--- src/design/spq_pkg.sv ---
// ----------------------------------------------------------------------------
// spq_pkg: shared types and constants of the stable priority queue
// Word layouts, status codes, field widths and the priority ceiling.
// ----------------------------------------------------------------------------
package spq_pkg;

	localparam int VALUE_W  = 15;
	localparam int PRIO_W   = 4;
	localparam int CAPACITY = 64;
	localparam int LEVELS   = 16;

	// highest priority kept; requests above it saturate
	localparam logic [PRIO_W-1:0] PRIO_MAX = PRIO_W'(LEVELS - 1);

	typedef enum logic {
		MODE_INSERT = 1'b0,
		MODE_POP    = 1'b1
	} mode_t;

	typedef enum logic [1:0] {
		ST_OK    = 2'd0,
		ST_EMPTY = 2'd1,
		ST_FULL  = 2'd2
	} status_t;

	typedef struct packed {
		mode_t               mode;
		logic [VALUE_W-1:0]  value;
		logic [PRIO_W-1:0]   priority_req;
	} req_t;

	typedef struct packed {
		status_t             status;
		logic [VALUE_W-1:0]  value_out;
	} rsp_t;

	// one stored entry of the chain
	typedef struct packed {
		logic                valid;
		logic [PRIO_W-1:0]   prio;
		logic [VALUE_W-1:0]  value;
	} entry_t;

	// operation broadcast to every cell at once
	typedef struct packed {
		logic                ins;
		logic                pop;
		logic [PRIO_W-1:0]   prio;
		logic [VALUE_W-1:0]  value;
	} op_t;

endpackage

--- src/design/spq_cell.sv ---
// ----------------------------------------------------------------------------
// spq_cell: one slot of the sorted chain
// Holds one entry. On insert it keeps its entry, takes the new one, or takes
// its left neighbor's entry; on pop it takes its right neighbor's entry.
// ----------------------------------------------------------------------------
module spq_cell (
	input  logic            clk,
	input  logic            arst_n,
	input  spq_pkg::op_t    op,
	input  spq_pkg::entry_t left_entry,
	input  logic            left_keep,
	input  spq_pkg::entry_t right_entry,
	output spq_pkg::entry_t entry,
	output logic            keep
);

	logic                        valid_q;
	logic [spq_pkg::PRIO_W-1:0]  prio_q;
	logic [spq_pkg::VALUE_W-1:0] value_q;

	// stay put when the stored entry ranks at or above the new one (older wins ties)
	assign keep = valid_q && (prio_q >= op.prio);

	assign entry.valid = valid_q;
	assign entry.prio  = prio_q;
	assign entry.value = value_q;

	// track occupancy
	always_ff @(posedge clk or negedge arst_n) begin
		if (!arst_n) begin
			valid_q <= 1'b0;
		end else if (op.pop) begin
			valid_q <= right_entry.valid;
		end else if (op.ins && !keep) begin
			valid_q <= left_keep ? 1'b1 : left_entry.valid;
		end
	end

	// move payload: shift left on pop, shift right or load on insert
	always_ff @(posedge clk) begin
		if (op.pop) begin
			prio_q  <= right_entry.prio;
			value_q <= right_entry.value;
		end else if (op.ins && !keep) begin
			if (left_keep) begin
				prio_q  <= op.prio;
				value_q <= op.value;
			end else begin
				prio_q  <= left_entry.prio;
				value_q <= left_entry.value;
			end
		end
	end

endmodule

--- src/design/stable_priority_queue.sv ---
// ----------------------------------------------------------------------------
// stable_priority_queue: bounded priority queue built as a sorted cell chain
// Each request word either inserts a value with a priority or pops the head.
// Entries are ordered highest priority first; equal priorities leave oldest
// first. Every cell compares against the request at once, so the whole chain
// shifts in the cycle the word is accepted.
//
// Channels: req (req_valid/req_ready) carries mode, value and priority_req;
// rsp (rsp_valid/rsp_ready) carries status and value_out.
// A pop answers with the head value (ST_OK) or ST_EMPTY; an insert into a
// full queue is dropped and answers ST_FULL; any other insert gives no word.
// A response is registered and appears in the cycle after its request is accepted.
// Throughput: one request per cycle, limited only by the single response
// register; while a response waits on rsp_ready no request is taken.
// Priorities above LEVELS-1 saturate. Reset empties the queue at once.
// ----------------------------------------------------------------------------
module stable_priority_queue #(
	parameter int CAPACITY = spq_pkg::CAPACITY
) (
	input  logic          clk,
	input  logic          arst_n,
	input  logic          req_valid,
	output logic          req_ready,
	input  spq_pkg::req_t req,
	output logic          rsp_valid,
	input  logic          rsp_ready,
	output spq_pkg::rsp_t rsp
);

	spq_pkg::entry_t             cells [CAPACITY];
	logic [CAPACITY-1:0]         keeps;
	logic [CAPACITY-1:0]         vld;
	spq_pkg::op_t                op;
	logic                        accept;
	logic                        full;
	logic                        empty;
	logic [spq_pkg::PRIO_W-1:0]  prio_sat;
	logic                        rsp_valid_q;
	spq_pkg::rsp_t               rsp_q;

	// take a new word whenever the response register is free or draining
	assign req_ready = !rsp_valid_q || rsp_ready;
	assign accept    = req_valid && req_ready;
	assign full      = vld[CAPACITY-1];
	assign empty     = !vld[0];

	// saturate the requested priority
	assign prio_sat = (req.priority_req > spq_pkg::PRIO_MAX) ? spq_pkg::PRIO_MAX
		: req.priority_req;

	// broadcast the operation; drop inserts into a full chain and pops of an empty one
	assign op.ins   = accept && (req.mode == spq_pkg::MODE_INSERT) && !full;
	assign op.pop   = accept && (req.mode == spq_pkg::MODE_POP) && !empty;
	assign op.prio  = prio_sat;
	assign op.value = req.value;

	// build the chain: a virtual keeping head on the left, an empty tail on the right
	for (genvar i = 0; i < CAPACITY; i++) begin : g_cell
		spq_pkg::entry_t left_e;
		spq_pkg::entry_t right_e;
		logic            left_k;

		if (i == 0) begin : g_head
			assign left_e = '0;
			assign left_k = 1'b1;
		end else begin : g_mid
			assign left_e = cells[i-1];
			assign left_k = keeps[i-1];
		end

		if (i == CAPACITY - 1) begin : g_tail
			assign right_e = '0;
		end else begin : g_body
			assign right_e = cells[i+1];
		end

		spq_cell u_cell (
			.clk         (clk),
			.arst_n      (arst_n),
			.op          (op),
			.left_entry  (left_e),
			.left_keep   (left_k),
			.right_entry (right_e),
			.entry       (cells[i]),
			.keep        (keeps[i])
		);

		assign vld[i] = cells[i].valid;
	end

	// hold the response until it is taken
	always_ff @(posedge clk or negedge arst_n) begin
		if (!arst_n) begin
			rsp_valid_q <= 1'b0;
		end else if (accept) begin
			rsp_valid_q <= (req.mode == spq_pkg::MODE_POP) || full;
		end else if (rsp_ready) begin
			rsp_valid_q <= 1'b0;
		end
	end

	// capture status and head value
	always_ff @(posedge clk) begin
		if (accept) begin
			if (req.mode == spq_pkg::MODE_INSERT) begin
				rsp_q.status    <= spq_pkg::ST_FULL;
				rsp_q.value_out <= '0;
			end else if (empty) begin
				rsp_q.status    <= spq_pkg::ST_EMPTY;
				rsp_q.value_out <= '0;
			end else begin
				rsp_q.status    <= spq_pkg::ST_OK;
				rsp_q.value_out <= cells[0].value;
			end
		end
	end

	assign rsp_valid = rsp_valid_q;
	assign rsp       = rsp_q;

	// checks on chain ordering and response generation
	logic [CAPACITY-1:0] sorted_ok;
	assign sorted_ok[CAPACITY-1] = 1'b1;
	for (genvar j = 0; j < CAPACITY - 1; j++) begin : g_sort
		assign sorted_ok[j] = !vld[j+1] || (cells[j].prio >= cells[j+1].prio);
	end

	a_contiguous: assert property (@(posedge clk) disable iff (!arst_n)
		(vld & (vld + CAPACITY'(1))) == '0)
		else $error("occupied cells are not packed at the head");

	a_sorted: assert property (@(posedge clk) disable iff (!arst_n)
		&sorted_ok)
		else $error("chain priorities are out of order");

	a_pop_ok: assert property (@(posedge clk) disable iff (!arst_n)
		op.pop |=> rsp_valid && rsp.status == spq_pkg::ST_OK)
		else $error("pop of a nonempty queue gave no valid head");

	a_ins_grow: assert property (@(posedge clk) disable iff (!arst_n)
		op.ins |=> $countones(vld) == $past($countones(vld)) + 1)
		else $error("insert did not add exactly one entry");

	a_no_silent_insert: assert property (@(posedge clk) disable iff (!arst_n)
		op.ins |=> !rsp_valid || $past(rsp_valid && !rsp_ready))
		else $error("successful insert produced a response");

endmodule
--- config.mk ---
export PLATFORM = sky130hd
export DESIGN_NAME = stable_priority_queue
export DESIGN_NICKNAME = d
export VERILOG_FILES = /design/src/design/spq_pkg.sv /design/src/design/spq_cell.sv /design/src/design/stable_priority_queue.sv
export SDC_FILE = /design/constraint.sdc
export NUM_CORES = 2
export LEC_CHECK = 0
export BUFFER_PORTS_ARGS = -buffer_cell sky130_fd_sc_hd__buf_2
export CORE_AREA = 2 2 386 388
export CTS_CLUSTER_DIAMETER = 30
export DETAILED_ROUTE_END_ITERATION = 8
export DIE_AREA = 0 0 388 390
export HOLD_SLACK_MARGIN = 0.12
export SETUP_SLACK_MARGIN = 0.3
export SLEW_MARGIN = 20
export SYNTH_ARGS = -nofsm -noshare
export SYNTH_HDL_FRONTEND = slang
export SYNTH_SLANG_ARGS = --single-unit
export TNS_END_PERCENT = 20
--- constraint.sdc ---
create_clock -name clk -period 6.37 [get_ports clk]
set_input_delay 0.3185 -clock clk [delete_from_list [all_inputs] [get_ports clk]]
set_output_delay 0.3185 -clock clk [all_outputs]
set_load 0.05 [all_outputs]
== After elaboration in Yosys (flattened, before gate mapping) ==
Index checks and enable logic that the tools add are counted.

* Register bits after elaboration: 1298
* Input port bits: 24
* Output and inout port bits: 19
* Word-level logic and storage cells: 1101

* $lt $le $gt $ge: 65
* Muxes and demuxes: 573
* Bitwise operators: 1
* Reductions and logical operators: 267

{| class="wikitable"
|+ Operator list
! operator !! count
|-
| $mux 15 || 189
|-
| $mux 4 || 190
|-
| $ge 4x4->1 || 64
|-
| $mux 1 || 193
|-
| $logic_and 1x1->1 || 133
|-
| $reduce_bool 2->1 || 65
|-
| $logic_not 1->1 || 66
|-
| $mux 16 || 1
|-
| $gt 4x4->1 const B || 1
|-
| $logic_or 1x1->1 || 2
|-
| $reduce_and 2->1 || 1
|-
| $not 1->1 || 1
|}

== Depth between registers and ports, before layout ==
* Depth in word-level cells: 8
* Mapped depth: 9
* Mapped depth without buffers: 6

== Hierarchy ==
Synthesis repeated with hierarchy kept, for this count alone.

* Cells, all modules: 6702
* Area, all modules: 74312.5 um^2

{| class="wikitable"
|+ By module, submodules not included
! module !! instances !! cells each !! area an instance (um^2) !! seq. area each (um^2)
|-
| spq_cell || 64 || 104 || 1149.9 || 595.6
|-
| stable_priority_queue || 1 || 46 || 721.9 || 535.5
|}

== Least setup slack after synthesis ==
No wires, ideal clock.

* Path kind: in2reg
* From: input req[1] (netlist name)
* To: register g_cell[15].u_cell.prio_q[0] (netlist name) (enable)
* Setup time: 375 ps
* Data arrival time: 3023 ps
* Data required time: 5995 ps
* Setup slack: 2973 ps
* Stages on the path: 7
* Buffers on the path: 1
* Cell sequence: inv_1 ha_1 o21ai_0 o21a_1 or2_2 clkbuf_1 a21o_1

* Word-level cells in the longest chain between the ends: 7

{| class="wikitable"
|+ RTL lines
! item !! line !! RTL
|-
| start, declared || stable_priority_queue.sv:24 || <nowiki>input spq_pkg::req_t req,</nowiki>
|-
| $gt 4x4->1 || stable_priority_queue.sv:48 || <nowiki>assign prio_sat = (req.priority_req > spq_pkg::PRIO_MAX) ? spq_pkg::PRIO_MAX</nowiki>
|-
| $mux 4 * || stable_priority_queue.sv:48 ||
|-
| $ge 4x4->1 * || spq_cell.sv:22 || <nowiki>assign keep = valid_q && (prio_q >= op.prio);</nowiki>
|-
| $logic_and 1x1->1 * || spq_cell.sv:22 ||
|-
| $logic_not 1->1 * || spq_cell.sv:44 || <nowiki>end else if (op.ins && !keep) begin</nowiki>
|-
| $logic_and 1x1->1 * || spq_cell.sv:44 ||
|-
| $reduce_bool 2->1 (no source line) * || -- ||
|-
| end signal, assigned || spq_cell.sv:42 || <nowiki>prio_q <= right_entry.prio;</nowiki>
|-
| end signal, assigned || spq_cell.sv:46 || <nowiki>prio_q <= op.prio;</nowiki>
|-
| end signal, assigned || spq_cell.sv:49 || <nowiki>prio_q <= left_entry.prio;</nowiki>
|-
| end, declared || spq_cell.sv:18 || <nowiki>logic [spq_pkg::PRIO_W-1:0] prio_q;</nowiki>
|}

Every way passes the cells marked *; elsewhere a longest branch is shown, timed or not.
A chain may end at the register's enable or synchronous reset.

== Worst setup path after layout ==
* From: input req[2] (netlist name)
* To: register g_cell[50].u_cell.value_q[1] (netlist name) (enable)

* Word-level cells in the longest chain between the ends: 7

{| class="wikitable"
|+ RTL lines
! item !! line !! RTL
|-
| $gt 4x4->1 || stable_priority_queue.sv:48 ||
|-
| $mux 4 * || stable_priority_queue.sv:48 ||
|-
| $ge 4x4->1 * || spq_cell.sv:22 ||
|-
| $logic_and 1x1->1 * || spq_cell.sv:22 ||
|-
| $logic_not 1->1 * || spq_cell.sv:44 ||
|-
| $logic_and 1x1->1 * || spq_cell.sv:44 ||
|-
| $reduce_bool 2->1 (no source line) * || -- ||
|-
| end signal, assigned || spq_cell.sv:43 || <nowiki>value_q <= right_entry.value;</nowiki>
|-
| end signal, assigned || spq_cell.sv:47 || <nowiki>value_q <= op.value;</nowiki>
|-
| end signal, assigned || spq_cell.sv:50 || <nowiki>value_q <= left_entry.value;</nowiki>
|-
| end, declared || spq_cell.sv:19 || <nowiki>logic [spq_pkg::VALUE_W-1:0] value_q;</nowiki>
|}

Marked as above.

==> results.py <==
metrics = {
    "drt": {
        "drtIter0Drc": 6937,
        "drc": 0,
        "vias_per_cell": 6.82,
        "wl_mm": 239,
        "firstDrtPassIters": 5,
        "wl_per_cell_um": 27.6,
        "ant_nets": 0,
        "vias": 59100,
    },
    "clock_tree": {
        "cts.sinks": 1298,
        "cts_buffer_depth": 4,
        "htreeDepth": 5,
        "clk_latency_ns": 0.91,
        "cts_resized": 0,
        "cts_tree": "built",
        "root_buffer": "clkbuf_16",
        "cts_buffers": 342,
        "clk_pin_slew_ns": 0.04,
    },
    "setup_path": {
        "cp-end-kind": "register",
        "cp.arrival_ns": 4.33,
        "criticalPathCategory": "in2reg",
        "critPathLaunchType": "input port",
        "crit_fanout": 50,
        "worstPathRequired_ns": 6.85,
    },
    "layout": {
        "area_growth_syn_to_layout_pct": 15.3,
        "drive_above_1_share_pct": 11.1,
        "final_nets": 6766,
        "num-fill-cells": 12400,
        "final_cell_mix": "o211ai_1 (2,295), edfxtp_1 (1,214), nand2_1 (1,159)",
        "fin_util_pct": 57.2,
        "layout_commonest_cell": "o211ai_1",
    },
    "die": {
        "row_count": 141,
        "initial_core_util_pct": 49.6,
        "die_w_um": 388,
        "ios": 43,
        "die_h_um": 390,
        "dieArea_mm2": 0.151,
        "core_area_mm2": 0.147,
    },
    "sta": {
        "fin_skew_ns": 0.0546,
        "max_clock_freq_ghz": 0.260,
        "hold_violations": 0,
        "final.period_utilization_pct": 60.4,
        "fin_crit_ns": 3.85,
        "tns_ns": 0,
        "tightest_slew_ns": 1.05,
        "finalMaxSlewViolations": 0,
        "rsz0062_at_grt": "no",
        "slew_headroom_pct": 29.7,
        "setup_viol": 0,
    },
    "flow_run": {
        "max_cap_viol_count": 0,
    },
    "synthesis": {
        "avgSynthCellArea_um2": 10.8,
        "synth_seq_cells": 1298,
        "synth_nets": 7030,
        "syn-cell-area_mm2": 0.0730,
        "yosysSeqAreaShare_pct": 52.7,
        "netlist_instances": 6754,
        "synth_cell_types": 35,
        "yosys_warnings": 0,
    },
    "global_routing": {
        "grt.total_usage_pct": 30.9,
        "grt_max_degree": 229,
        "antenna_found_initial": 7,
        "grt_pass1_wl_mm": 364,
        "gr-total-overflow": 0,
        "grt_pass1_vias": 59100,
    },
    "placed_design": {
        "port_buffers": 42,
        "place_hpwl_mm": 152,
        "gp_congestion": 0.886,
    },
    "pwr": {
        "p_per_area_mw_per_mm2": 534,
        "ir_drop_v": 0.000275,
        "p_leak_nw": 27.6,
    },
    "min_path": {
        "min_path_type": "in2async",
    },
    "run_status": {
        "status": "complete, no violations",
    },
}
==> state kept, by name (all words and copies together) (netlist names) <==
name / flops
g_cell.u_cell.valid_q: 64
g_cell.u_cell.value_q: 960
rsp: 17
rsp_valid: 1
g_cell.u_cell.prio_q: 256
==> worst max-delay path, stage by stage <==
cell	delay [ns]
dlygate4sd3_1	0.55
buf_2	0.18
inv_4	0.66
buf_4	0.40
ha_1	0.28
o21ai_0	0.08
o21a_1	0.59
or2_2	0.47
a21o_1	0.72
==> cells by family after synthesis <==
kind of cell,share of synthesized area [%]
flops,52.7
buf+inv,6.25
fa+ha+maj,4.32
compound gates,28.8
simple gates,7.97
==> power by group <==
group,internal (mW),switching [mW]
registers,13.5,2.03
clock network,11.8,5.05
logic,4.30,8.27
total,29.6,15.3
==> layout make-up <==
cell class	instances	area (um2)	share of cell area (%)
Antenna cell	1	2.50	0.00297
Clock inverter	178	2140	2.54
Sequential cell	1298	38500	45.7
Multi-Input combinational cell	4517	30100	35.7
Timing Repair Buffer	203	1620	1.93
Inverter	128	488	0.580
Tap cell	1930	2410	2.87
Clock buffer	412	8960	10.6
==> Yosys cell counts (all sizes together) <==
master / count / area share, %
and3: 16 / 0.14
dfxtp: 19 / 0.52
nand3: 20 / 0.14
nand2b: 1 / 0.0086
buf: 365 / 3.3
o221ai: 61 / 0.73
nor2: 68 / 0.35
o211a: 60 / 0.82
ha: 252 / 4.3
a41oi: 1 / 0.012
nand2: 1178 / 6.1
o21a: 64 / 0.66
a21oi: 1 / 0.0069
o22ai: 58 / 0.50
a21o: 63 / 0.65
nand4: 1 / 0.017
o211ai: 2295 / 24
and4: 1 / 0.015
dfrtp: 65 / 2.2
nor3b: 63 / 0.65
a31oi: 19 / 0.16
a22oi: 1 / 0.010
and2: 1 / 0.0086
or2: 62 / 0.53
edfxtp: 1214 / 50
o21ai: 229 / 1.6
a311oi: 1 / 0.021
clkbuf: 446 / 2.3
inv: 128 / 0.66
nor3: 1 / 0.0069
==> stage by stage <==
step           setup WS (ns)  cells  hold slack [ns]  cell area (um2)  power (mW)
3_3_place_gp            2.32   8052            0.227            72800        27.5
4_1_cts                 2.58   8666            0.185            84200        44.8
5_1_grt                 2.33   8666            0.245            84200        47.0
6_report                2.52   8667            0.170            84200        44.9
3_5_place_dp            2.20   8052            0.234            72800        27.9
2_1_floorplan           2.97   6754           0.0229            73000        24.0
==> routing by layer <==
layer	GRT usage (%)	routed length (um)	vias up
met5	0	7	-
met4	11.0	7360	2
met3	7.03	21700	560
met2	47.4	108000	2932
met1	42.9	102000	29300
li1	-	-	26300
==> final timing paths <==
kind | endpoint | start | slack, ns | depth (start not counted)
max | g_cell[50].u_cell.value_q[1] | req[2] | 2.52 | 9
min | g_cell[10].u_cell.valid_q | arst_n | 0.17 | 3
max reg2reg | g_cell[1].u_cell.value_q[1] | g_cell[0].u_cell.valid_q | 2.73 | 5
min reg2reg | g_cell[62].u_cell.value_q[13] | g_cell[63].u_cell.value_q[13] | 0.55 | 2
max in group asynchronous | g_cell[51].u_cell.valid_q | arst_n | 5.13 | 3
min in group clk | g_cell[63].u_cell.value_q[14] | req[18] | 0.30 | 4
==> timing repair <==
item                      4_1_cts  5_1_grt
buffers inserted                0        0
hold endpoints to repair      103        0
hold buffers                   24        0
No activity file was read; power rests on OpenSTA's default activity.
